## config.mk

```make
export PLATFORM = sky130hd
export DESIGN_NAME = rvq_trig_cell
export DESIGN_NICKNAME = d
export VERILOG_FILES = /design/src/hw/rtl/rvq_pkg.sv /design/src/hw/rtl/rvq_trig_cell.sv
export SDC_FILE = /design/constraint.sdc
export NUM_CORES = 1
export LEC_CHECK = 0
export ABC_CLOCK_PERIOD_IN_PS = 800
export BUFFER_PORTS_ARGS = -buffer_cell sky130_fd_sc_hd__buf_2
export CAP_MARGIN = 25
export CORE_MARGIN = 1.5
export CORE_UTILIZATION = 40
export DETAILED_ROUTE_END_ITERATION = 8
export MAX_ROUTING_LAYER = met4
export PLACE_DENSITY = 0.68
export SYNTH_ARGS = -nofsm -noshare
export SYNTH_HDL_FRONTEND = slang
export SYNTH_SLANG_ARGS = --single-unit
```

## constraint.sdc

```tcl
create_clock -name clk_i -period 0.8 [get_ports clk_i]
set_clock_uncertainty 0.1 [all_clocks]
set_input_delay 0.04 -clock clk_i [delete_from_list [all_inputs] [get_ports clk_i]]
set_output_delay 0.04 -clock clk_i [all_outputs]
set_load 0.005 [all_outputs]
```

## src/hw/rtl/rvq_pkg.sv

```systemverilog
`default_nettype none
package rvq_pkg;

  localparam int IN_WIDTH_DEF  = 16;
  localparam int OUT_WIDTH_DEF = 16;

  localparam int CORDIC_STEPS = 30;
  localparam int DIV_STEPS    = 31;
  localparam int TW           = 36;

  localparam logic signed [TW-1:0] Q30_PI          = 36'sd3373259426;
  localparam logic signed [TW-1:0] Q30_HALF_PI     = 36'sd1686629713;
  localparam logic signed [TW-1:0] Q30_TWO_PI      = 36'sd6746518852;
  localparam logic signed [TW-1:0] CORDIC_GAIN_INV = 36'sd652032874;

  // atan(2^-i) in Q2.30; from step 10 on it equals 2^(30-i)
  function automatic logic signed [TW-1:0] atan_q30(input int idx);
    logic signed [TW-1:0] v;
    unique case (idx)
      0: v = 36'sd843314857;
      1: v = 36'sd497837829;
      2: v = 36'sd263043837;
      3: v = 36'sd133525159;
      4: v = 36'sd67021687;
      5: v = 36'sd33543516;
      6: v = 36'sd16775851;
      7: v = 36'sd8388437;
      8: v = 36'sd4194283;
      9: v = 36'sd2097149;
      default: v = TW'(1) <<< (30 - idx);
    endcase
    return v;
  endfunction

endpackage
`default_nettype wire

```

## src/hw/rtl/rvq_trig_cell.sv

```systemverilog
`default_nettype none
module rvq_trig_cell import rvq_pkg::*; #(
  parameter int IDX    = 0,
  parameter int AW     = 16,
  parameter int SIDE_W = 1
) (
  input  logic                 clk_i,
  input  logic                 rst_ni,
  input  logic                 en_i,
  input  logic                 valid_i,
  input  logic signed [TW-1:0] cx_i,
  input  logic signed [TW-1:0] cy_i,
  input  logic signed [TW-1:0] cz_i,
  input  logic [AW-1:0]        angle_i,
  input  logic [AW:0]          rem_i [3],
  input  logic [DIV_STEPS-1:0] q_i [3],
  input  logic [SIDE_W-1:0]    side_i,
  output logic                 valid_o,
  output logic signed [TW-1:0] cx_o,
  output logic signed [TW-1:0] cy_o,
  output logic signed [TW-1:0] cz_o,
  output logic [AW-1:0]        angle_o,
  output logic [AW:0]          rem_o [3],
  output logic [DIV_STEPS-1:0] q_o [3],
  output logic [SIDE_W-1:0]    side_o
);

  localparam int SHL = (IDX == 0) ? 0 : 1;

  logic                 valid_q;
  logic signed [TW-1:0] cx_q, cy_q, cz_q, cx_d, cy_d, cz_d;
  logic [AW-1:0]        angle_q;
  logic [AW:0]          rem_q [3];
  logic [AW:0]          rem_d [3];
  logic [DIV_STEPS-1:0] q_q [3];
  logic [DIV_STEPS-1:0] q_d [3];
  logic [SIDE_W-1:0]    side_q;

  // one restoring-division quotient bit per lane
  always_comb begin
    logic [AW:0] t;
    logic        ge;
    for (int l = 0; l < 3; l++) begin
      t        = rem_i[l] << SHL;
      ge       = t >= {1'b0, angle_i};
      rem_d[l] = ge ? t - {1'b0, angle_i} : t;
      q_d[l]   = {q_i[l][DIV_STEPS-2:0], ge};
    end
  end

  if (IDX < CORDIC_STEPS) begin : g_rot
    localparam logic signed [TW-1:0] AT = atan_q30(IDX);
    logic signed [TW-1:0] dx, dy;
    assign dx = cy_i >>> IDX;
    assign dy = cx_i >>> IDX;
    always_comb begin
      if (!cz_i[TW-1]) begin
        cx_d = cx_i - dx;
        cy_d = cy_i + dy;
        cz_d = cz_i - AT;
      end else begin
        cx_d = cx_i + dx;
        cy_d = cy_i - dy;
        cz_d = cz_i + AT;
      end
    end
  end else begin : g_pass
    assign cx_d = cx_i;
    assign cy_d = cy_i;
    assign cz_d = cz_i;
  end

  always_ff @(posedge clk_i or negedge rst_ni) begin
    if (!rst_ni) begin
      valid_q <= 1'b0;
    end else if (en_i) begin
      valid_q <= valid_i;
    end
  end

  always_ff @(posedge clk_i) begin
    if (en_i) begin
      cx_q    <= cx_d;
      cy_q    <= cy_d;
      cz_q    <= cz_d;
      angle_q <= angle_i;
      side_q  <= side_i;
      for (int l = 0; l < 3; l++) begin
        rem_q[l] <= rem_d[l];
        q_q[l]   <= q_d[l];
      end
    end
  end

  assign valid_o = valid_q;
  assign cx_o    = cx_q;
  assign cy_o    = cy_q;
  assign cz_o    = cz_q;
  assign angle_o = angle_q;
  assign rem_o   = rem_q;
  assign q_o     = q_q;
  assign side_o  = side_q;

endmodule
`default_nettype wire

```

==> results of run 1 <==
## flip-flops by register name (all words and copies together), names as in the netlist
register,flops
angle_o,16
cx_o,36
cy_o,35
cz_o,36
q_o,93
rem_o,51
side_o,1
valid_o,1
## per-layer routing
layer  up-vias  global-route usage  wire (microns)
li1       9597                   -               -
met1     10400               0.377           32200
met2      1381               0.607           44000
met3       485              0.0969            9570
met4         0               0.226            7070
met5         -                   -               0
## worst reg2reg max path, cell delays in order (launching register included)
cell     delay [ns]
dfrtp_1        0.39
buf_4          0.14
buf_4          0.12
mux2_2         0.26
## power by group through the flow
stage / logic (mW) / clock network (mW) / registers (mW)
after detailed placement: 17.2 / 0 / 18.8
after global placement: 17.0 / 0 / 18.8
final: 23.0 / 14.3 / 18.7
after global routing: 24.1 / 14.9 / 18.8
after floorplan: 7.88 / 0 / 18.9
after CTS: 20.4 / 14.1 / 18.6
## stage by stage
stage	setup WS, ns	instance area, sq um	cells	TNS, ns	util
3_3_place_gp	-2.31	27300	3542	-319.08	0.598
5_1_grt	-1.81	33400	3903	-336.09	0.731
6_report	-1.76	33400	3908	-319.82	0.732
2_1_floorplan	-2.17	19500	1865	-227.52	-
4_1_cts	-1.54	32100	3840	-303.29	0.703
3_5_place_dp	-2.37	27300	3542	-325.54	0.598
## kinds of logic after synthesis
logic type | count (synthesis) | synth area share
adder cells (fa/ha/maj) | 198 | 0.136
multiplexers | 34 | 0.0194
AO/OA/AOI/OAI | 573 | 0.195
AND/OR/NAND/NOR | 425 | 0.106
buffers and inverters | 234 | 0.0491
XOR/XNOR | 132 | 0.0619
flip-flops | 269 | 0.432
## area by class of cell
cell class,count,area [sq um]
Clock buffer,36,795
Tap cell,600,751
Sequential cell,269,8070
Inverter,169,731
Clock inverter,19,178
Antenna cell,31,77.6
Timing Repair Buffer,1421,10600
Timing Repair inverter,1,11.3
Multi-Input combinational cell,1362,12200
Fill cell,3064,12300
## timing repair
action / 4_1_cts / 5_1_grt
pin swaps: 203 / 159
endpoints found under the setup margin: 427 / 427
endpoints found under the hold margin: 466 / 270
resized for setup: 362 / 224
buffers inserted: 96 / 58
gates cloned: 6 / 0
hold buffers: 154 / 4
## layout by cell type (no fill, tap or decap), types with 11 or more instances in the layout
master | netlist | final
buf_4 | 5 | 642
buf_2 | 9 | 494
edfxtp_1 | 268 | 268
dlygate4sd3_1 | 0 | 158
ha_1 | 191 | 148
inv_1 | 165 | 140
a21oi_1 | 195 | 110
nor2_1 | 138 | 105
nand2_1 | 113 | 93
buf_6 | 1 | 86
xnor2_1 | 101 | 84
a21oi_2 | 1 | 76
a21o_1 | 67 | 67
o21ai_0 | 110 | 42
o21ai_2 | 0 | 41
ha_4 | 0 | 37
diode_2 | 0 | 31
clkbuf_16 | 0 | 31
nor3_1 | 35 | 26
xor2_1 | 31 | 26
o21bai_1 | 30 | 26
nand4_1 | 25 | 25
o21ai_1 | 11 | 23
buf_12 | 0 | 23
nand3_1 | 23 | 20
nor2_2 | 0 | 20
o21a_1 | 20 | 18
xnor2_2 | 0 | 16
nand2_2 | 0 | 16
mux2_4 | 0 | 16
o21ai_4 | 0 | 15
nor2_4 | 1 | 14
nor2b_1 | 24 | 14
buf_8 | 0 | 14
nand2b_1 | 15 | 13
mux2i_1 | 16 | 12
inv_2 | 2 | 11
and3_1 | 15 | 11
## worst min path at each step
stage | to | slack (ns) | cells after the start
after floorplan | valid_o | -0.36 | 0
after global placement | valid_o | -0.29 | 1
after detailed placement | valid_o | -0.28 | 1
after CTS | rem_o[34] | -0.40 | 3
after global routing | rem_o[34] | -0.39 | 3
final | rem_o[34] | -0.38 | 3
==> impl_results.md, run 1 <==
- Tot GR Track Use: 0.362
- Share of cells above drive strength 1: 0.534
- Critical path arrival: around 2.8 ns
- Seq/Total Area, Yosys: 0.432
- Nets@finish: 3726
- Synth Warn #: 0
- # IOs: between 500 and 600
- Row cnt: 78
- Vias/cell: 5.59
- Worst-margin pin slew: 0.992 ns
- WP buf/inv: 6
- Critical Path Most Common Cell: buf_12
- Layout area overhead: 79.0%
- Worst reg2reg path endpoint: valid_o
- Via count: 21900
- CP max FO: 8
- WL/cell: approximately 24 microns
- Final setup viols: 427
- Gpl congestion: 0.989
- Fin Hold WS: -0.379 ns
- DRT Wirelength: about 93 mm
- HPWL after DPL: between 60 and 70 mm
- Period utilisation layout: 3.20
- Tot Pwr: about 56 mW
- TritonCTS clock tree: done
- DR DRC count: 0
- Predominant post-synthesis flop cell: edfxtp_1
- Critical hold path startpoint: rem_i[34]
- Switching power: ~19 mW
- Clk pwr share: 0.256
- Most common cell in the netlist: edfxtp_1
- Slack of the worst reg-to-reg path: -0.32 ns
- First-pass GRT wire length: between 100 and 150 mm
- Outcome: finished with violations
- Synth cell count leaders: edfxtp_1, a21oi_1, ha_1
- CTS clk-pin slew, worst paths: approximately 0.060 ns
- Lkg Pwr: roughly 15 nW
- Gr ovfl total: 0
- Post-route ant nets: 0
- CP max-delay cell: o31ai_4
- Number of synthesized register bits: between 200 and 300
- Setup crit start: angle_i[1]
- Core Area: about 0.046 sq mm
- Sw Ratio: 0.338
- Final hold violation count: around 190
- Drt first pass iters: 7
- WP depth: 17
- Port buffer count: between 500 and 600
- Async S/R FF share, synth: 0.00372
- Most area-consuming cells after synthesis: edfxtp_1, ha_1, a21oi_1
- Die W: between 200 and 250 microns
- F_max: ~400 MHz
- Pin count of the biggest net entering global routing: 87
- Post-synth top area cell: edfxtp_1
- Maximum VDD drop: ~2.1 mV
- Clk_lat worst skew: 0.59 ns
- CP cell instances: buf_12 > inv_16 > buf_4 > ha_4 > nor2b_4 > o21ai_4 > a21oi_2 > o21ai_2 > a21boi_2 > o21ai_2 > a31oi_1 > o21a_1 > o41ai_4 > buf_6 > buf_12 > buf_12 > o31ai_4
- Critical path required time: 1.03 ns
- Failing checks: negative hold slack, negative setup slack
- Maximum clock path buffer count: 3
- Rel. slew slack: 0.339
- Comb power frac: 0.410
- Worst path top cell family by delay: compound AO/OA/AOI/OAI gates
- Power Internal: between 30 and 40 mW
- CP Launch Type: primary input
- R2R Path Start: valid_o
- Vias in the first global route: around 22000
- Mapped Area: between 0.015 and 0.02 sq mm
- 1st-iter DRT viols: between 1500 and 2000
- Clock tree sinks: 269
- Initial Util: 0.409
- Synth cell types: 80
- Die span in y: 219 microns
- Mean post-synth cell area: 10.0 sq um
- Crit-path max cell delay: 0.44 ns
- Die area: 0.0480 sq mm
- Final Max Slew Viols: 0
- CTS H-tree lvls: 1
- Reg2Reg Depth: 3
- CP Capture Type: flip-flop
- Max_cap viols: 0
- Setup crit end: rem_o[38]
- RSZ-0062 raised after global routing: yes
- Final worst path period need: between 2 and 3 ns
- Flop pwr share: 0.334
- Initial antenna violation count: 30
- Setup CP Type: primary input to flip-flop
- EDFF count, synth: ~270
- Clock root cell: clkbuf_16
- Post-route worst setup slack: -1.76 ns
- Synth Instances: between 1500 and 2000
- CTS buffer count: 31
- Hold Crit Class: primary input to flip-flop
- Post-synth top area share: 0.431
- Net count after synthesis: 2336
- Pwr Density: between 1500 and 2000 mW/mm^2
Note: power is estimated with default switching activity, not from simulation.
==> inputs of run 2 (changes only) <==
--- a/config.mk
+++ b/config.mk
@@ -10,6 +10,7 @@
 export CAP_MARGIN = 25
 export CORE_MARGIN = 1.5
 export CORE_UTILIZATION = 40
+export CTS_BUF_LIST = sky130_fd_sc_hd__clkbuf_8
 export DETAILED_ROUTE_END_ITERATION = 8
 export MAX_ROUTING_LAYER = met4
 export PLACE_DENSITY = 0.68
==> run 2 against run 1 <==
Compared with the run above: the flow still finishes with violations (negative hold slack, negative setup slack); final cell count grew 0.46%; via count rose by 0.69%; maximum frequency up 1.4%; routed wire length rose by 3.1%; core utilization fell by 0.50 points; non-clock buffer count fell by 25; sequential cell count is the same; global-route usage decreased by 0.45 points; sequential share of layout area increased by 0.17 points; clock power about the same; largest cell class unchanged.
==> impl_results.md, run 2 (same netlist as run 1, synthesis figures left out) <==
- Final hold violation count: 322
- Maximum clock path buffer count: 3
- F_max: between 300 and 400 MHz
- Die area: between 0.04 and 0.05 sq mm
- Comb power frac: 0.406
- Initial Util: 0.409
- Max FFs per register: 93
- Setup TNS: -323.07 ns
- Share of cells above drive strength 1: 0.527
- Tot Pwr: roughly 56 mW
- Worst-margin pin slew: around 0.77 ns
- Final instance area: around 0.033 sq mm
- # IOs: 543
- TritonCTS clock tree: done
- Fin Hold WS: -0.494 ns
- Setup CP Type: primary input to flip-flop
- Power Internal: 36.7 mW
- Clock tree sinks: approximately 270
- Tot GR Track Use: 0.357
- Vias/cell: roughly 5.6
- HPWL after DPL: a little over 60 mm
- Placed cell area: between 0.02 and 0.03 sq mm
- Pwr Density: ~1700 mW/mm^2
- Drt first pass iters: 6
- Via count: around 22000
- Critical path required time: 1.08 ns
- CTS H-tree lvls: 2
- Layout area overhead: 77.8%
- Period utilisation layout: 3.15
- Flop pwr share: 0.337
- DP Worst Slack: -2.37 ns
- Final Max Slew Viols: 0
- Outcome: finished with violations
- Lkg Pwr: 15.4 nW
- Slack of the worst reg-to-reg path: -0.22 ns
- Die span in y: 219 microns
- Row cnt: around 80
- Failing checks: negative hold slack, negative setup slack
- Sw Ratio: 0.344
- Max_cap viols: 0
- RSZ-0062 raised after global routing: yes
- DR DRC count: 0
- Maximum VDD drop: 1.80 mV
- Final worst path period need: roughly 2.5 ns
- Most frequent cells in the layout: buf_4, buf_2, edfxtp_1
- Pin count of the biggest net entering global routing: between 80 and 90
- Rel. slew slack: 0.486
- Nets@finish: roughly 3700
- Post-route insts no fill: roughly 3900
- Commonest non-fill, non-tap cell in the layout: buf_4
- 1st-iter DRT viols: just over 2000
- Gr ovfl total: 0
- CP max FO: 5
- Gpl congestion: a little under 1
- DRT Wirelength: around 96 mm
- CP Launch Type: primary input
- Final setup viols: between 400 and 500
- Initial antenna violation count: 33
- Critical path arrival: about 2.8 ns
- CP Capture Type: flip-flop
- WL/cell: between 20 and 25 microns
- Post-layout util: 0.727
- Post-route worst setup slack: -1.72 ns
- Post-route ant nets: 0
- First-pass GRT wire length: roughly 130 mm
- Clock root cell: clkbuf_8
- Placed cells: 3542
- Die W: 219 microns
- Vias in the first global route: around 22000
- CTS buffer count: 48
- Clk_lat worst skew: 0.63 ns
- Switching power: 19.3 mW
- Clk pwr share: 0.257
- CTS clk-pin slew, worst paths: 0.08 ns
- Core Area: roughly 0.046 sq mm
- Port buffer count: 539
- Hold Crit Class: primary input to flip-flop
[run 2: area by class of cell]
class | count | area (sq um)
antenna | 42 | 105
clock buffer | 51 | 702
clock inverter | 36 | 295
fill | 3090 | 12500
inverter | 169 | 726
multi-input combinational | 1362 | 12100
sequential | 269 | 8070
tap | 600 | 751
timing repair buffer | 1396 | 10400
timing repair inverter | 1 | 8.76
[run 2: power by group through the flow]
stage               Sequential (mW)  Clock (mW)  Combinational [mW]
finish                         18.9        14.4                22.7
global route                   18.9        15.0                23.8
CTS                            18.6        14.1                20.1
detailed placement             18.8           0                17.2
global placement               18.8           0                17.0
floorplan                      18.9           0                7.88
[run 2: timing repair]
item,CTS,global route
endpoints found under the setup margin,427,425
hold endpoints to repair,499,338
hold buffers,148,10
buffers inserted,86,39
pin swaps,165,141
resized for setup,279,270
gates cloned,9,0
[run 2: final timing paths]
path | to | cells past startpoint | startpoint
max in group asynchronous | valid_o | 3 | rst_ni
min | angle_o[1] | 1 | angle_i[1]
max | rem_o[24] | 15 | rem_i[17]
min in group asynchronous | valid_o | 3 | rst_ni
min reg2reg | valid_o | 2 | valid_o
max reg2reg | valid_o | 2 | valid_o
[run 2: layer usage]
metal,part of all wire,GRT usage,vias to the layer above,wire length [microns]
li1,-,-,9618,-
met1,0.34,0.367,10400,32800
met2,0.47,0.591,1405,44600
met3,0.11,0.108,553,10600
met4,0.081,0.237,0,7760
met5,0,-,-,0
[run 2: critical path, stage by stage]
cell,delay [ns]
buf_2,0.14
inv_2,0.07
ha_2,0.19
buf_4,0.14
nor2b_4,0.12
o21ai_4,0.08
a21boi_2,0.26
o21ai_2,0.11
a21boi_2,0.22
o21ai_2,0.10
a31oi_2,0.23
o211ai_1,0.22
a31oi_4,0.31
buf_6,0.17
mux2_4,0.39
==> inputs of run 3 (changes only) <==
--- a/config.mk
+++ b/config.mk
@@ -5,7 +5,7 @@
 export SDC_FILE = /design/constraint.sdc
 export NUM_CORES = 1
 export LEC_CHECK = 0
-export ABC_CLOCK_PERIOD_IN_PS = 800
+export ABC_CLOCK_PERIOD_IN_PS = 3200
 export BUFFER_PORTS_ARGS = -buffer_cell sky130_fd_sc_hd__buf_2
 export CAP_MARGIN = 25
 export CORE_MARGIN = 1.5
@@ -13,7 +13,8 @@
 export CTS_BUF_LIST = sky130_fd_sc_hd__clkbuf_8
 export DETAILED_ROUTE_END_ITERATION = 8
 export MAX_ROUTING_LAYER = met4
-export PLACE_DENSITY = 0.68
+export PLACE_DENSITY = 0.65
+export SETUP_SLACK_MARGIN = 0.3
 export SYNTH_ARGS = -nofsm -noshare
 export SYNTH_HDL_FRONTEND = slang
 export SYNTH_SLANG_ARGS = --single-unit
==> constraint.sdc (replaced) <==
create_clock -name clk_i -period 3.2 [get_ports clk_i]
set_clock_uncertainty 0.1 [all_clocks]
set_input_delay 0.16 -clock clk_i [delete_from_list [all_inputs] [get_ports clk_i]]
set_output_delay 0.16 -clock clk_i [all_outputs]
set_load 0.005 [all_outputs]
==> run 3 against run 2 <==
Compared with the run above: the run ends with negative hold slack left; core utilization fell by 14 points; cell area fell by 20%; hold slack improved by 0.21 ns; register-to-register slack improved by 2.6 ns; power fell by 79%; via count fell by 17%; critical path type unchanged; critical endpoint is now rem_o[14].
==> impl_results.md, run 3 (same netlist as run 1, synthesis figures left out) <==
- Failing checks: negative hold slack
- CP max-delay cell: dlygate4sd3_1
- Setup CP Type: primary input to flip-flop
- Period utilisation layout: 0.889
- Final hold violation count: 4
- Hold Crit Class: primary input to flip-flop
- Placed cells: ~3200
- Final setup viols: 0
- Share of cells above drive strength 1: 0.315
- Nets@finish: 3272
- CTS H-tree lvls: 2
- 1st-iter DRT viols: ~1200
- Core Area: approximately 0.046 sq mm
- Die span in y: approximately 220 microns
- Maximum clock path buffer count: 3
- Tot GR Track Use: 0.286
- Crit-path max cell delay: around 0.58 ns
- Layout area overhead: 42.9%
- CTS Hold Bufs: about 200
- Max_cap viols: 0
- Pwr Density: 439 mW/mm^2
- Final worst path period need: roughly 2.8 ns
- RSZ-0062 raised after global routing: no
- Rel. slew slack: 0.463
- CTS buffer count: 48
- Slack of the worst reg-to-reg path: between 2 and 2.5 ns
- Initial Util: 0.409
- Commonest non-fill, non-tap cell in the layout: buf_2
- Fin Hold WS: -0.281 ns
- HPWL after DPL: 53.8 mm
- WL/cell: ~20 microns
- CTS clk-pin slew, worst paths: approximately 0.060 ns
- Die W: between 200 and 250 microns
- Gr ovfl total: 0
- Post-route ant nets: 0
- Maximum VDD drop: roughly 0.36 mV
- Tot Pwr: between 10 and 15 mW
- Clk_lat worst skew: around 0.62 ns
- First-pass GRT wire length: slightly above 100 mm
- WP buf/inv: 3
- Final Max Slew Viols: 0
- Outcome: finished with violations
- CP max FO: 3
- CP Launch Type: primary input
- Max FFs per register: 93
- Lkg Pwr: 12.4 nW
- Row cnt: between 70 and 80
- Post-route insts no fill: 3456
- DR DRC count: 0
- TritonCTS clock tree: done
- Clock root cell: clkbuf_8
- # IOs: 543
- Critical path required time: roughly 3.5 ns
- Via count: 18300
- Most frequent cells in the layout: buf_2, edfxtp_1, buf_4
- Port buffer count: 539
- Critical path arrival: 3.13 ns
- Pin count of the biggest net entering global routing: between 90 and 100
- Die area: between 0.04 and 0.05 sq mm
- Clock tree sinks: around 270
- DRT Wirelength: 69.6 mm
- Critical Path Most Common Cell: a21o_1
- Gpl congestion: 0.964
- Vias/cell: approximately 5.3
- CP cell instances: buf_2 > dlygate4sd3_1 > inv_1 > fa_1 > nor2b_1 > o21ai_1 > nand2b_1 > a21o_1 > a21o_1 > a41o_1 > a21o_1 > a31oi_1 > o211ai_1 > xor2_1 > mux2_2
- CP Capture Type: flip-flop
- Initial antenna violation count: 15
- Vias in the first global route: 18400
- F_max: approximately 350 MHz
- Worst path top cell family by delay: compound AO/OA/AOI/OAI gates
- Drt first pass iters: 5
- Worst-margin pin slew: roughly 0.81 ns
==> run 3: cell count changes in the layout (fill, tap and decap cells not counted), sizes merged, moves of 2 or more <==
cell	before	now
buf	1240	754
bufinv	5	2
clkinv	16	19
clkinvlp	2	0
diode	42	16
dlygate4sd3	155	196
inv	183	186
==> run 3: cell type report <==
cell class | count | area, sq um
diodes | 16 | 40.0
clock buffers | 51 | 702
clock inverters | 38 | 220
fillers | 3928 | 19000
inverters | 169 | 639
multi-input cells | 1362 | 9890
flip-flops and latches | 269 | 8070
well taps | 600 | 751
repair buffers | 951 | 6370
==> run 3: layer usage <==
layer,global-route usage,vias to the layer above,share of wire
met5,-,-,0
met4,0.148,0,0.053
met3,0.0640,210,0.070
met2,0.491,763,0.50
met1,0.309,8629,0.38
li1,-,8697,-
==> run 3: where the power goes <==
part           total (mW)  switching (mW)  internal (mW)  leakage (nW)
combinational        3.88            2.07           1.81          9.23
clock                3.21            1.56           1.65         0.543
sequential           4.63           0.152           4.48          2.63
==> run 3: what timing repair did <==
item                                   in CTS  in global routing
setup buffers                               0                  1
setup endpoints to repair                   0                 72
gates resized for setup                     0                 38
endpoints found under the hold margin     219                  4
==> run 3: per-stage QoR <==
stage	setup slack [ns]	setup TNS (ns)	hold slack, ns	utilization	area (sq um)
finish	0.354	0	-0.281	0.584	26700
global route	0.292	0	-0.300	0.584	26700
CTS	0.310	0	-0.329	0.580	26500
detailed placement	-0.304	-5.62	-0.161	0.516	23600
global placement	-0.255	-3.13	-0.165	0.516	23600
floorplan	0.106	0	-0.236	-	18800
==> run 3: path summary, 6_finish.rpt <==
| check | startpoint | end | depth (start not counted) |
|---|---|---|---|
| max | rem_i[1] | rem_o[14] | 15 |
| min | angle_i[0] | angle_o[0] | 1 |
| max reg2reg | valid_o | valid_o | 1 |
| min reg2reg | valid_o | valid_o | 1 |
| max in group asynchronous | rst_ni | valid_o | 3 |
| min in group asynchronous | rst_ni | valid_o | 3 |
