--- src/hw/rtl/rvq_sqrt_cell.sv ---
`default_nettype none
module rvq_sqrt_cell #(
  parameter int SW     = 32,
  parameter int RW     = 16,
  parameter int BIT    = 0,
  parameter int SIDE_W = 1
) (
  input  logic              clk_i,
  input  logic              rst_ni,
  input  logic              en_i,
  input  logic              valid_i,
  input  logic [SW:0]       rem_i,
  input  logic [RW-1:0]     root_i,
  input  logic [SIDE_W-1:0] side_i,
  output logic              valid_o,
  output logic [SW:0]       rem_o,
  output logic [RW-1:0]     root_o,
  output logic [SIDE_W-1:0] side_o
);

  logic              valid_q;
  logic [SW:0]       rem_q, rem_d;
  logic [RW-1:0]     root_q, root_d;
  logic [SIDE_W-1:0] side_q;
  logic [SW:0]       trial;

  always_comb begin
    trial = (((SW+1)'(root_i)) << (BIT + 1)) + ((SW+1)'(1) << (2 * BIT));
    if (rem_i >= trial) begin
      rem_d  = rem_i - trial;
      root_d = root_i | (RW'(1) << BIT);
    end else begin
      rem_d  = rem_i;
      root_d = root_i;
    end
  end

  always_ff @(posedge clk_i or negedge rst_ni) begin
    if (!rst_ni) begin
      valid_q <= 1'b0;
    end else if (en_i) begin
      valid_q <= valid_i;
    end
  end

  always_ff @(posedge clk_i) begin
    if (en_i) begin
      rem_q  <= rem_d;
      root_q <= root_d;
      side_q <= side_i;
    end
  end

  assign valid_o = valid_q;
  assign rem_o   = rem_q;
  assign root_o  = root_q;
  assign side_o  = side_q;

endmodule
`default_nettype wire

--- config.mk ---
export PLATFORM = sky130hd
export DESIGN_NAME = rvq_sqrt_cell
export DESIGN_NICKNAME = d
export VERILOG_FILES = /design/src/hw/rtl/rvq_sqrt_cell.sv
export SDC_FILE = /design/constraint.sdc
export NUM_CORES = 1
export LEC_CHECK = 0
export CAP_MARGIN = 15
export CORE_ASPECT_RATIO = 0.9
export CORE_MARGIN = 4
export CORE_UTILIZATION = 59
export CTS_CLUSTER_SIZE = 20
export DETAILED_ROUTE_END_ITERATION = 16
export DONT_BUFFER_PORTS = 1
export HOLD_SLACK_MARGIN = 0.1
export PLACE_DENSITY_LB_ADDON = 0.1
export SLEW_MARGIN = 20
export SYNTH_ARGS = -nofsm -noshare
export SYNTH_HDL_FRONTEND = slang
export SYNTH_SLANG_ARGS = --single-unit
--- constraint.sdc ---
create_clock -name clk_i -period 0.8 [get_ports clk_i]
set_input_delay 0.04 -clock clk_i [delete_from_list [all_inputs] [get_ports clk_i]]
set_output_delay 0.04 -clock clk_i [all_outputs]
set_load 0.05 [all_outputs]
==> results.txt, run 1 <==
After synthesis, the cell types taking the most area are sky130_fd_sc_hd__edfxtp_1 (49%), sky130_fd_sc_hd__ha_1 (7.0%), sky130_fd_sc_hd__xor2_1 (6.0%), sky130_fd_sc_hd__nand2_1 (3.7%), sky130_fd_sc_hd__xnor2_1 (3.2%). In this run the clock root is driven by a sky130_fd_sc_hd__clkbuf_8. The synthesized-area fraction occupied by adder cells is 0.0762. The I/O pin count is 105. The mux cell area share after synthesis is 0.00738. The area share of the largest cell type after synthesis is 0.492. Sorting the synthesized cells by how often they occur yields sky130_fd_sc_hd__edfxtp_1 (50), sky130_fd_sc_hd__nand2_1 (30), sky130_fd_sc_hd__inv_1 (22). The flip-flop and latch count after synthesis is 51. In the synthesized netlist the async set-or-reset flop fraction comes to 0.0196. In the synthesized netlist the dominant register cell turns out to be sky130_fd_sc_hd__edfxtp_1.

After synthesis, the largest family of logic cells by area is simple AND/OR/NAND/NOR gates. The flow did not finish. Buffers inserted to repair hold after CTS numbered 51.

Of the total synthesized cell area, the portion taken by AND, OR, NAND and NOR gates is 0.145. The yosys synthesis warning count is 0. The tool reported: "[ERROR DPL-0038] Utilization greater than 100%, impossible to legalize". The XOR/XNOR share of the synthesized area is 0.0918. Yosys instantiated no cell more often than sky130_fd_sc_hd__edfxtp_1. In this run the core area contains 24 standard-cell rows. The number of enable-type register cells in the synthesized netlist is 50. The placer congestion estimate is 0.905. The total setup buffers inserted after CTS came out at 7. The initial standard-cell utilization of the core is 0.620. Buffers inserted during clock tree synthesis total 5. The horizontal extent of the die came out at 83.8 um. The library cell with the largest summed area after synthesis is sky130_fd_sc_hd__edfxtp_1. The H-tree level count is 2. The total of buffers placed on input and output ports is 0.

The share of the Yosys chip area taken by registers is 0.500. The buffer depth of the longest clock path is 2. The number of clock sinks came out at 51. The gate count of the mapped netlist is 274. The detailed placer's ending HPWL came out at 7150 um. Counting every net in the synthesized netlist gives 346. In this run the mean area of a mapped cell was 11.1 um2. It got as far as clock tree synthesis and failed there. The number of resized instances in the post-cts repair step is 60. The combined area of all synthesized cells is 3050 um2. The count of distinct cell types in the synthesized netlist is 52.

The complex-gate fraction of the synthesized area was 0.139. From bottom edge to top edge, the die measures 76.2 um.
-- cells by family after synthesis --
family          after synthesis
flops                        51
mux                           2
simple gates                 78
compound gates               66
fa+ha+maj                    18
buf+inv                      27
xor+xnor                     32
-- metrics by stage --
| stage | cell area, um2 | hold slack (ns) | util | cells | setup WS (ns) |
|---|---|---|---|---|---|
| after floorplan | 3170 | -0.256 | - | 274 | -1.37 |
| after global placement | 4440 | -0.256 | 0.902 | 440 | -1.40 |
| after detailed placement | 4440 | -0.256 | 0.902 | 440 | -1.54 |
==> inputs of run 2 (changes only) <==
--- a/config.mk
+++ b/config.mk
@@ -6,14 +6,11 @@
 export NUM_CORES = 1
 export LEC_CHECK = 0
 export CAP_MARGIN = 15
-export CORE_ASPECT_RATIO = 0.9
 export CORE_MARGIN = 4
-export CORE_UTILIZATION = 59
-export CTS_CLUSTER_SIZE = 20
+export CORE_UTILIZATION = 40
 export DETAILED_ROUTE_END_ITERATION = 16
 export DONT_BUFFER_PORTS = 1
-export HOLD_SLACK_MARGIN = 0.1
-export PLACE_DENSITY_LB_ADDON = 0.1
+export PLACE_DENSITY_LB_ADDON = 0.15
 export SLEW_MARGIN = 20
 export SYNTH_ARGS = -nofsm -noshare
 export SYNTH_HDL_FRONTEND = slang
==> run 2 against run 1 <==
The flow now finishes, with violations (negative hold slack, negative setup slack). Area after synthesis did not move. Synthesized cell count unchanged.
==> results.txt, run 2 <==
The run finished, with violations left. The final reports fail on negative hold slack, negative setup slack. The library cell with the largest summed area after synthesis is sky130_fd_sc_hd__edfxtp_1. The commonest cells after synthesis are sky130_fd_sc_hd__edfxtp_1 (50), sky130_fd_sc_hd__nand2_1 (30), sky130_fd_sc_hd__inv_1 (22).

The library cell used most frequently in the layout, excluding fill and tap cells, is sky130_fd_sc_hd__buf_4. The vertical extent of the die came out at 95.4 um (+25%). The count of antenna-violating nets left after detailed routing is 0. The flip-flop count of the largest register after layout is 33. The worst setup path is launched from an input port. The number of placement rows is 31 (+29%). The fraction of synthesis flops using an asynchronous set or reset pin came to 0.0196 (unchanged). The initial antenna violation count is 0. The kind of end point of the critical path is a flop. The net count after synthesis came out at 346 (unchanged). The die area is 9090 um2. The routed wire length per instance came out at 16.0 um. The H-tree level count came out at 2 (unchanged).

The flip-flop and latch count after synthesis is 51 (unchanged). The number of endpoints with negative hold slack in the final report came out at 51. Along the worst path, the maximum fanout reaches 6.

Across the VDD grid, the largest voltage drop is 0.000983 V. The buffer cell driving the clock tree root is sky130_fd_sc_hd__clkbuf_8. The first global-routing pass estimated 13,500 um of wire. At the worst endpoint, the required time is 0.87 ns.

The number of optimization iterations in the first detailed-route pass came out at 4. The number of hold buffers added after CTS is 53 (+3.9%). The arrival time at the worst endpoint is 1.94 ns. The max-capacitance violation count came out at 0. TritonCTS built the clock tree. The yosys synthesis warning count came to 0 (unchanged). The layout cell share with drive strength beyond 1 is 0.418. For the worst-skew pair, the clock arrives at the later sink with an insertion delay of 0.30 ns. The final routed DRC violation total is 0. For this run, the share of the core covered by cells in the final layout is 0.747. The total of buffers placed on input and output ports came out at 0 (unchanged). The overall overflow remaining after global route came out at 0. The net count of the finished layout is 516. The horizontal extent of the die is 95.4 um (+14%). After detailed routing, the total wire length is 8690 um. The buffer depth of the longest clock path is 2 (unchanged). The combined area of all synthesized cells is 3050 um2 (unchanged). The number of clock sinks is 51 (unchanged). The iteration-0 DRC count of the detailed router came out at 107.

The via count of the first global-routing pass came out at 2,822. The part of the cycle the worst path needs is 2.35. The number of enable-type register cells in the synthesized netlist is 50 (unchanged). The category of the most critical setup path is input port to flop. The overall via count from detail_route came out at 2,737. The initial standard-cell utilization of the core came out at 0.416 (-0.203). The power density over the cells is 1620 nW/um2. Setup repair after global routing could not meet its margin everywhere. The average vias per placed instance came out at 5.03. Total power for the finished layout comes to 8.88 mW. The area overhead of the layout relative to synthesis came out at 79.3%. The library cells used most frequently in the layout, excluding fill and tap cells, are sky130_fd_sc_hd__buf_4 (61), sky130_fd_sc_hd__dlygate4sd3_1 (53), sky130_fd_sc_hd__edfxtp_1 (50). The clock buffer count from CTS came out at 5 (unchanged). Among all cell types in the netlist, the one instantiated most often is sky130_fd_sc_hd__edfxtp_1.

The largest net degree at the start of global routing is 52. The post-route standard cell area excluding fillers came out at 5470 um2. The synthesized area per cell came out at 11.1 um2 (unchanged). Ranked by total cell area, the synthesized netlist is headed by sky130_fd_sc_hd__edfxtp_1 (49%), sky130_fd_sc_hd__ha_1 (7.0%), sky130_fd_sc_hd__xor2_1 (6.0%), sky130_fd_sc_hd__nand2_1 (3.7%), sky130_fd_sc_hd__xnor2_1 (3.2%). The total of endpoints with negative setup slack in the final report came out at 85. The gate count of the mapped netlist is 274 (unchanged). The final max-slew violation count is 0. The transition time at the pin with the least slew margin came out at 0.388 ns.

The total routing usage reported by global routing came out at 0.191. The number of instances in the placed design is 477 (+8.4%). The part of the Yosys area used for sequential elements came out at 0.500 (unchanged).

The placer congestion estimate came out at 0.877 (-3.1%). The count of distinct cell types in the synthesized netlist was 52 (unchanged). The leakage power total is 2.21 nW. The cell area reported after detailed placement came out at 4540 um2 (+2.3%).

After clock tree synthesis, the clock-pin slew on the worst setup and hold paths is 0.09 ns. The number of antenna repair diodes is 0. The I/O pin count came out at 105 (unchanged). The remaining max-slew budget at the tightest pin came out at 0.742. Timing would allow up to 533 MHz.

The tightest min-delay check is of the input port to flop type. The most used flip-flop cell after synthesis is sky130_fd_sc_hd__edfxtp_1. The total area inside the core boundary comes to 7330 um2. On the final layout, the worst clock skew is 0 ns. The area share of the largest cell type after synthesis is 0.492 (unchanged). The detailed placer's ending HPWL came to 5970 um (-17%). The final critical-path setup slack is -1.08 ns.

The worst hold slack came out at -0.158 ns. After the flow finishes, the layout carries non-filler instances totaling 544. The final critical path time including I/O delays and setup is 1.88 ns.
run 2: cell counts after synthesis:
Identical to the previous run, type by type.
run 2: cells by family (layout without fill, tap and decap cells):
group	after synthesis	in the layout	synth area share
compound gates	66	66	0.139
xor+xnor	32	32	0.0918
fa+ha+maj	18	18	0.0762
buf+inv	27	198	0.0406
flops	51	51	0.500
mux	2	2	0.00738
simple gates	78	78	0.145
run 2: per-layer routing:
| metal | share of wire | routed length [um] | GRT usage |
|---|---|---|---|
| met1 | 0.43 | 3770 | 0.239 |
| met2 | 0.49 | 4290 | 0.333 |
| met4 | 0.0096 | 83 | 0.0469 |
| met5 | 0 | 0 | 0 |
| met3 | 0.063 | 548 | 0.0418 |
run 2: final timing paths:
kind	startpoint	cells after the start	slack, ns	endpoint
worst min-delay path	en_i	0	-0.16	root_o[0]
worst max register to register	valid_o	1	0.02	valid_o
min in group asynchronous	rst_ni	2	0.48	valid_o
worst min register to register	valid_o	1	0.54	valid_o
worst max-delay path	rem_i[20]	7	-1.08	rem_o[11]
max in group asynchronous	rst_ni	2	0.21	valid_o
run 2: cell type report:
cell class	instances	area, um2
repair buffers	168	1950
fillers	503	1860
multi-input cells	196	1700
flip-flops and latches	51	1530
well taps	99	124
inverters	22	85.1
clock buffers	5	68.8
clock inverters	3	18.8
run 2: power by group:
part | total, mW | switching, mW | internal, mW
Clock | 1.52 | 0.902 | 0.618
Sequential | 3.52 | 0.215 | 3.31
Combinational | 3.84 | 1.91 | 1.93
run 2: stage by stage:
stage          hold slack [ns]  worst slack, ns  setup TNS, ns
2_1_floorplan           -0.256            -1.37         -43.01
3_3_place_gp            -0.256            -1.42         -44.22
3_5_place_dp            -0.256            -1.44         -44.71
4_1_cts                 -0.168            -1.01         -39.15
5_1_grt                 -0.173            -1.12         -43.77
6_report                -0.158            -1.08         -40.38
run 2: what timing repair did:
action | CTS | global route
cloned | 0 | 1
endpoints found under the setup margin | 85 | 86
buffers inserted | 3 | 2
pin swaps | 14 | 7
endpoints found under the hold margin | 102 | 51
gates resized for setup | 35 | 22
run 2: critical path, stage by stage:
cell,delay [ns]
sky130_fd_sc_hd__or4_4,0.52
sky130_fd_sc_hd__or3_4,0.36
sky130_fd_sc_hd__nor4_4,0.16
sky130_fd_sc_hd__buf_4,0.17
sky130_fd_sc_hd__nand3_4,0.13
sky130_fd_sc_hd__nor2_8,0.25
sky130_fd_sc_hd__mux2_4,0.32
No activity file was read; power rests on OpenSTA's default activity.
==> inputs of run 3 (changes only) <==
--- a/config.mk
+++ b/config.mk
@@ -5,9 +5,11 @@
 export SDC_FILE = /design/constraint.sdc
 export NUM_CORES = 1
 export LEC_CHECK = 0
+export ABC_AREA = 1
 export CAP_MARGIN = 15
 export CORE_MARGIN = 4
 export CORE_UTILIZATION = 40
+export CTS_CLUSTER_SIZE = 20
 export DETAILED_ROUTE_END_ITERATION = 16
 export DONT_BUFFER_PORTS = 1
 export PLACE_DENSITY_LB_ADDON = 0.15
==> run 3 against run 2 <==
The run still ends with negative hold slack, negative setup slack left. Critical path depth rose by 4. First-iteration DRC count rose by 74%. Core utilization rose by 4.3 points. Cell count rose by 50%. Sequential share of layout area fell by 6.2 points. Largest cell class is now multi-input gates. Highest routed layer unchanged.
==> results.txt, run 3 <==
The run finished, with violations left. The checks that failed: negative hold slack, negative setup slack. The critical path goes through inv_2 -> ha_4 -> nand2_4 -> inv_2 -> nand2_4 -> nand2_4 -> a21oi_4 -> nand2_8 -> nor2_4 -> buf_6 -> o21ai_1.

The horizontal extent of the die is 104 um (+9.5%). The post-layout utilization of the core is 0.790 (+0.0432). The I/O pin count came out at 105 (unchanged). The initial antenna violation count came out at 0 (unchanged). The part of the Yosys area used for sequential elements came out at 0.410 (-0.0895). The die area is 10,900 um2 (+20%). The initial standard-cell utilization of the core came to 0.418 (+0.00178). The clock latency of the later-clocked register in the worst-skew pair was 0.30 ns (about the same). The vertical extent of the die came to 104 um (+9.5%). The total of buffers placed on input and output ports came out at 0 (unchanged).

The complex-gate fraction of the synthesized area came out at 0.0693 (-0.0692). The overall via count from detail_route came out at 4,144 (+51%). The leakage power total was 3.09 nW (+40%). The net count after synthesis is 574 (+66%). The final critical path time including I/O delays and setup came to 1.36 ns (-0.517 ns).

The final net count came to 778 (+51%). After synthesis, the most frequently instantiated cells are sky130_fd_sc_hd__nand2_1 (168), sky130_fd_sc_hd__inv_1 (83), sky130_fd_sc_hd__edfxtp_1 (50). The startpoint type of the worst setup path is an input port. The flip-flop and latch count after synthesis is 51 (unchanged). The hold-critical path depth came out at 0 (unchanged). Broken down by cell family, the worst path's largest delay share belongs to simple AND/OR/NAND/NOR gates. The TritonCTS clock tree is done. The number of fillers in the final layout came to 566 (+13%).

The maximum VDD drop is 0.000889 V (-9.5%). Among all stages on the critical path, the largest delay is contributed by sky130_fd_sc_hd__nor2_4. In the layout the commonest cells are sky130_fd_sc_hd__nand2_1 (102), sky130_fd_sc_hd__buf_4 (89), sky130_fd_sc_hd__inv_1 (59). The mux cell area share after synthesis came out at 0.00303 (-0.00435). The part of the cycle the worst path needs came out at 1.70 (-0.646).

The number of antenna repair diodes is 0 (unchanged). The global-route wire length before repair is 21,300 um (+57%). The endpoint of the worst hold-timing path is rem_o[32]. The iteration-0 DRC count of the detailed router came out at 186 (+74%). The number of buffers and inverters on the critical path came out at 3 (+2).

The area share of the largest cell type after synthesis came to 0.404 (-0.0880). The path depth of the worst reg2reg path came to 1 (unchanged). The clock buffer count from CTS came out at 5 (unchanged).

The peak fanout along the critical path came to 5 (-1). The H-tree level count is 2 (unchanged). The fraction of synthesis flops using an asynchronous set or reset pin came out at 0.0196 (unchanged). The flop-to-flop setup slack came out at 0.02 ns (about the same). The worst setup path is captured at a flop.

Among the stages of the critical path, the cell type that occurs most often is sky130_fd_sc_hd__nand2_4. The yosys synthesis warning count is 0 (unchanged). The routed wire length per instance came out at 17.7 um (+11%). The remaining max-slew budget at the tightest pin came out at 0.791 (+0.0495). The count of antenna-violating nets left after detailed routing is 0 (unchanged). The library cell used most frequently in the layout, excluding fill and tap cells, is sky130_fd_sc_hd__nand2_1. In this run the worst hold path is classified as input port to flop. In the post-synthesis netlist, the cell with the most instances is sky130_fd_sc_hd__nand2_1. The total core area was 8890 um2 (+21%). The overall overflow remaining after global route is 0 (unchanged). The average vias per placed instance was 5.09 (+1.2%). The cell area reported after detailed placement is 5660 um2 (+25%).

The setup total negative slack came to -24.82 ns (+15.57 ns). The area overhead of the layout relative to synthesis came out at 88.9%. The setup path with the least slack is of type input port to flop. The flip-flop count of the largest register after layout is 33 (unchanged). The number of enable-type register cells in the synthesized netlist came out at 50 (unchanged). The buffer depth of the longest clock path came out at 2 (unchanged). The via count of the first global-routing pass is 4,195 (+49%). The max-capacitance violation count is 0 (unchanged). The combined area of all synthesized cells is 3720 um2 (+22%).

The number of hold buffers added after CTS came out at 50 (-5.7%). The layout cell share with drive strength beyond 1 is 0.490 (+0.0721). The required arrival time at the worst endpoint is 0.86 ns (about the same). In this run the critical register-to-register path is launched from valid_o. The post-synthesis share of cell area spent on and, or, nand and nor gates came out at 0.314 (+0.168). The final critical-path setup slack came to -0.559 ns (+0.517 ns).

The maximum operating frequency came out at 736 MHz (+38%). The buffer cell driving the clock tree root is sky130_fd_sc_hd__clkbuf_8. The gate count of the mapped netlist came out at 502 (+83%). The post-route standard cell area excluding fillers came out at 7020 um2 (+28%). The synthesized-area fraction occupied by adder cells came out at 0.0626 (-0.0136). The number of optimization iterations in the first detailed-route pass is 4 (unchanged). The largest net degree at the start of global routing came to 52 (unchanged).

The clock tree skew after final layout is 0 ns (unchanged). Yosys attributes the largest share of cell area to sky130_fd_sc_hd__edfxtp_1 (40%), sky130_fd_sc_hd__nand2_1 (17%), sky130_fd_sc_hd__inv_1 (8.4%), sky130_fd_sc_hd__ha_1 (5.7%), sky130_fd_sc_hd__nor2_1 (4.7%). The final max-slew violation count is 0 (unchanged). The final routed DRC violation total is 0 (unchanged). The count of distinct cell types in the synthesized netlist is 31 (-40%). The XOR/XNOR share of the synthesized area is 0.0400 (-0.0518). The overall power consumption came out at 10.1 mW (+14%). The arrival time at the worst endpoint is 1.42 ns (-0.52 ns). The largest total area in the synthesized netlist belongs to sky130_fd_sc_hd__edfxtp_1. The delay of the slowest cell on the worst path came to 0.26 ns (-0.26 ns).

The capture point of the worst reg-to-reg path is valid_o. The clock input transition at the sequential cells of the worst setup and hold paths came out at 0.09 ns (about the same). The transition time at the pin with the least slew margin came out at 0.313 ns (-0.0743 ns). The detailed placer's ending HPWL came out at 9700 um (+62%).

The number of endpoints with negative hold slack in the final report came out at 51 (unchanged). The worst hold slack came to -0.160 ns (-0.00271 ns). The number of placement rows is 34 (+9.7%). Setup repair after global routing could not meet its margin everywhere. The total length of routed wires came to 14,400 um (+66%).

The total of endpoints with negative setup slack in the final report is 85 (unchanged). The number of clock sinks is 51 (unchanged). The placer congestion estimate is 0.891 (+1.7%).

The total routing usage reported by global routing came out at 0.244 (+0.0537). In this run the most critical hold path is launched from en_i. The most used flip-flop cell after synthesis is sky130_fd_sc_hd__edfxtp_1. The power density over the cells is 1440 nW/um2 (-11%). The synthesized area per cell is 7.41 um2 (-34%). After synthesis, the largest family of logic cells by area is simple AND/OR/NAND/NOR gates.
## run 3: changes by cell type after synthesis, moves of 4 or more
cell / previous run / this run
sky130_fd_sc_hd__inv_2: 0 / 4
sky130_fd_sc_hd__nand2_1: 30 / 168
sky130_fd_sc_hd__xor2_1: 21 / 7
sky130_fd_sc_hd__inv_1: 22 / 83
sky130_fd_sc_hd__a21oi_1: 16 / 27
sky130_fd_sc_hd__nand2_2: 0 / 4
sky130_fd_sc_hd__a21o_1: 4 / 0
sky130_fd_sc_hd__nand3_1: 4 / 31
sky130_fd_sc_hd__o21ai_0: 13 / 1
sky130_fd_sc_hd__nor2_1: 8 / 47
sky130_fd_sc_hd__o21ai_1: 9 / 14
## run 3: metrics by stage
step / setup WS, ns / std cells
after floorplan: -0.685 / 502
after global placement: -1.01 / 740
after detailed placement: -0.991 / 740
after CTS: -0.491 / 809
after global routing: -0.596 / 814
final: -0.559 / 814
## run 3: kinds of logic after synthesis
| kind of cell | count (synthesis) |
|---|---|
| multiplexers | 1 |
| AND/OR/NAND/NOR | 275 |
| AO/OA/AOI/OAI | 48 |
| buffers and inverters | 92 |
| adder cells (fa/ha/maj) | 18 |
| flip-flops | 51 |
| XOR/XNOR | 17 |
## run 3: layer usage
layer	vias to the layer above	global-route usage	routed length, um
met4	0	0.0541	355
met1	1955	0.318	6100
met2	152	0.421	7030
li1	2005	-	-
met3	32	0.0472	909
met5	-	0	0
## run 3: area by class of cell
type,count,area (um2),share of cell area
inverter,88,370,0.0527
multi-input combinational,360,2620,0.374
sequential,51,1530,0.218
clock buffer,6,72.6,0.0103
clock inverter,1,30.0,0.00428
tap,108,135,0.0192
timing repair buffer,200,2260,0.322
## run 3: worst max-delay path by stage
stage          cells past startpoint       start  slack, ns  endpoint
2_1_floorplan                     13   root_i[2]      -0.69  rem_o[3]
3_3_place_gp                      11   root_i[7]      -1.01  rem_o[0]
3_5_place_dp                      11   root_i[7]      -0.99  rem_o[0]
4_1_cts                           11  root_i[13]      -0.49  rem_o[0]
5_1_grt                           13   root_i[7]      -0.60  rem_o[8]
6_report                          11  root_i[10]      -0.56  rem_o[8]
## run 3: report_power, final
group / internal [mW] / total, mW / switching (mW)
registers: 3.31 / 3.54 / 0.232
logic: 2.30 / 4.79 / 2.49
clock network: 0.920 / 1.81 / 0.892
total: 6.52 / 10.1 / 3.61
## run 3: repair_timing
action	CTS	global route
gates cloned	1	4
endpoints found under the setup margin	85	86
pin swaps	33	47
gates resized for setup	92	88
setup buffers	11	3
hold endpoints to repair	99	51
==> inputs of run 4 (changes only) <==
--- a/config.mk
+++ b/config.mk
@@ -9,6 +9,7 @@
 export CAP_MARGIN = 15
 export CORE_MARGIN = 4
 export CORE_UTILIZATION = 40
+export CTS_BUF_LIST = sky130_fd_sc_hd__clkbuf_4
 export CTS_CLUSTER_SIZE = 20
 export DETAILED_ROUTE_END_ITERATION = 16
 export DONT_BUFFER_PORTS = 1
==> run 4 against run 3 <==
The flow still finishes with violations (negative hold slack, negative setup slack). Die area unchanged. Count of clock-buffer cells in the layout unchanged. Combinational power up 4%. Power shrank 0.52%. Sequential power about the same. Cell count is 1.8% higher. Hold slack got worse by 0.079 ns. Clock skew is the same. Global-route usage up 1.1 points. Via count rose by 4.5%. Critical endpoint is now rem_o[12].
==> results.txt, run 4 (synthesis results as in run 3) <==
The detailed placer's ending HPWL is 9700 um (unchanged). Leaving out fill and tap cells, the most frequent cells in the layout are sky130_fd_sc_hd__nand2_1 (100), sky130_fd_sc_hd__buf_4 (100), sky130_fd_sc_hd__inv_1 (59). The total of endpoints with negative setup slack in the final report is 86 (+1.2%). The H-tree level count is 2 (unchanged). In this run the clock root is driven by a sky130_fd_sc_hd__clkbuf_4. The kind of end point of the critical path is a flop. The max-capacitance violation count came out at 0 (unchanged). The transition time at the pin with the least slew margin came out at 0.355 ns (+0.0421 ns). The leakage power total came out at 3.25 nW (+5.0%). The number of optimization iterations in the first detailed-route pass came out at 5 (+1). The clock input transition at the sequential cells of the worst setup and hold paths came to 0.15 ns (+0.06 ns). The net switching power figure came out at 3.72 mW (+3.0%). The kind of path behind the tightest hold check is input port to flop.

The post-route standard cell area excluding fillers is 7240 um2 (+3.1%). Among all stages on the critical path, the largest delay is contributed by sky130_fd_sc_hd__ha_4. The number of fillers in the final layout is 536 (-5.3%).

The routed wire length per instance came to 19.1 um (+8.1%). The iteration-0 DRC count of the detailed router is 206 (+11%). The total routing usage reported by global routing came out at 0.255 (+0.0110). On the critical path the largest part of the delay comes from simple AND/OR/NAND/NOR gates. The number of buffers and inverters on the critical path came to 2 (-1). The cell seen most often among critical-path stages is sky130_fd_sc_hd__nand2_1.

The remaining max-slew budget at the tightest pin is 0.761 (-0.0299). The overall power consumption is 10.1 mW (-0.52%). The clock tree skew after final layout came out at 0 ns (unchanged). The flop-to-flop setup slack came out at -0.01 ns (-0.03 ns). The number of placement rows is 34 (unchanged). The maximum operating frequency came out at 741 MHz (+0.75%). The cell area reported after detailed placement came out at 5660 um2 (unchanged). The final routed DRC violation total was 0 (unchanged). The initial standard-cell utilization of the core came out at 0.418 (unchanged). The global-route wire length before repair came to 22,200 um (+4.4%). The setup total negative slack is -27.88 ns (-3.06 ns). The share of total power in combinational logic came out at 0.493 (+0.021). The category of the most critical setup path is input port to flop. STA classifies the critical path startpoint as an input port. The number of antenna repair diodes came out at 0 (unchanged). The delay of the slowest cell on the worst path came out at 0.25 ns (about the same). The part of the cycle the worst path needs is 1.69 (-0.0126). The final net count was 793 (+1.9%). The final reports fail on negative hold slack, negative setup slack. The average vias per placed instance came out at 5.22 (+2.6%). The share of total power in the clock network came to 0.156 (-0.023). The post-layout utilization of the core came to 0.815 (+0.0248).

The total of buffers placed on input and output ports is 0 (unchanged). The die area is 10,900 um2 (unchanged). The placer congestion estimate is 0.891 (unchanged).

The share of total power consumed by net switching is 0.369 (+0.0127). The maximum VDD drop is 0.000843 V (-5.3%). The final critical path time including I/O delays and setup is 1.35 ns (-0.0101 ns). The worst hold slack came out at -0.240 ns (-0.0794 ns).

The clock buffer count from CTS was 5 (unchanged). The layout cell share with drive strength beyond 1 is 0.505 (+0.0148). The required arrival time at the worst endpoint is 0.96 ns (+0.10 ns).

The final max-slew violation count is 0 (unchanged). The horizontal extent of the die is 104 um (unchanged). The count of antenna-violating nets left after detailed routing is 0 (unchanged). The number of endpoints with negative hold slack in the final report came out at 53 (+3.9%). The final critical-path setup slack is -0.549 ns (+0.0101 ns).

The total length of routed wires came to 15,800 um (+10%). The vertical extent of the die came out at 104 um (unchanged). The initial antenna violation count is 0 (unchanged).

The overall via count from detail_route is 4,331 (+4.5%). The internal power consumption is 6.36 mW (-2.5%). The number of clock sinks came to 51 (unchanged).

The buffer depth of the longest clock path is 2 (unchanged). The power density over the cells is 1390 nW/um2 (-3.5%). The total core area is 8890 um2 (unchanged). The flip-flop count of the largest register after layout was 33 (unchanged).

The via count of the first global-routing pass came to 4,299 (+2.5%). The clock latency of the later-clocked register in the worst-skew pair is 0.38 ns (+0.08 ns). The I/O pin count was 105 (unchanged). The overall overflow remaining after global route came out at 0 (unchanged). The sequential share of power is 0.352 (+0.003). The critical path goes through inv_6 -> ha_4 -> buf_4 -> nand2_1 -> nand2_1 -> a21oi_2 -> nand2_2 -> nand2_1 -> nand2_2 -> xor2_1 -> nand2_2 -> nand2_1.

The run finished, with violations left. Relative to the synthesized area, the layout overhead comes to 94.8%. The arrival time at the worst endpoint is 1.51 ns (+0.09 ns). The peak fanout along the critical path came out at 4 (-1). TritonCTS built the clock tree. Setup repair after global routing could not meet its margin everywhere. The largest net degree at the start of global routing is 52 (unchanged).
-- run 4: cell count changes in the layout (fill, tap and decap cells not counted), sizes merged --
cell         delta
nor2            -1
dlygate4sd3     +2
buf            +13
clkbuf          +1
-- run 4: routing by layer --
layer | track usage | part of all wire | wire length [um]
met1 | 0.330 | 0.41 | 6520
met2 | 0.441 | 0.49 | 7810
met3 | 0.0459 | 0.060 | 948
met4 | 0.0646 | 0.036 | 573
met5 | 0 | 0 | 0
-- run 4: through the flow --
stage	setup WS [ns]	cells	hold slack, ns
after floorplan	-0.685	502	-0.256
after global placement	-1.01	740	-0.256
after detailed placement	-0.991	740	-0.256
after CTS	-0.419	812	-0.254
after global routing	-0.621	829	-0.256
final	-0.549	829	-0.240
-- run 4: area by class of cell --
class,count,area [um2],share of cell area
multi-input cells,359,2670,0.369
repair buffers,216,2440,0.337
clock inverters,1,30.0,0.00415
flip-flops and latches,51,1530,0.211
inverters,88,395,0.0546
clock buffers,6,45.0,0.00622
well taps,108,135,0.0187
-- run 4: worst paths after layout --
check / startpoint / endpoint / cells after the start
worst max-delay path: root_i[6] / rem_o[12] / 12
worst min-delay path: en_i / rem_o[32] / 0
worst max register to register: valid_o / valid_o / 1
worst min register to register: valid_o / valid_o / 1
max in group asynchronous: rst_ni / valid_o / 2
min in group asynchronous: rst_ni / valid_o / 2
-- run 4: what timing repair did --
item,in CTS,in global routing
setup buffers,15,11
hold endpoints to repair,101,54
hold buffers,49,3
setup endpoints to repair,85,86
pin swaps,29,32
cloned,1,3
gates resized for setup,109,95
-- run 4: power groups by stage --
stage | logic [mW] | registers, mW | clock network, mW
floorplan | 1.23 | 4.46 | 0
global placement | 3.94 | 3.58 | 0
detailed placement | 3.99 | 3.58 | 0
CTS | 4.56 | 3.54 | 1.58
global route | 5.18 | 3.57 | 1.63
finish | 4.97 | 3.55 | 1.57
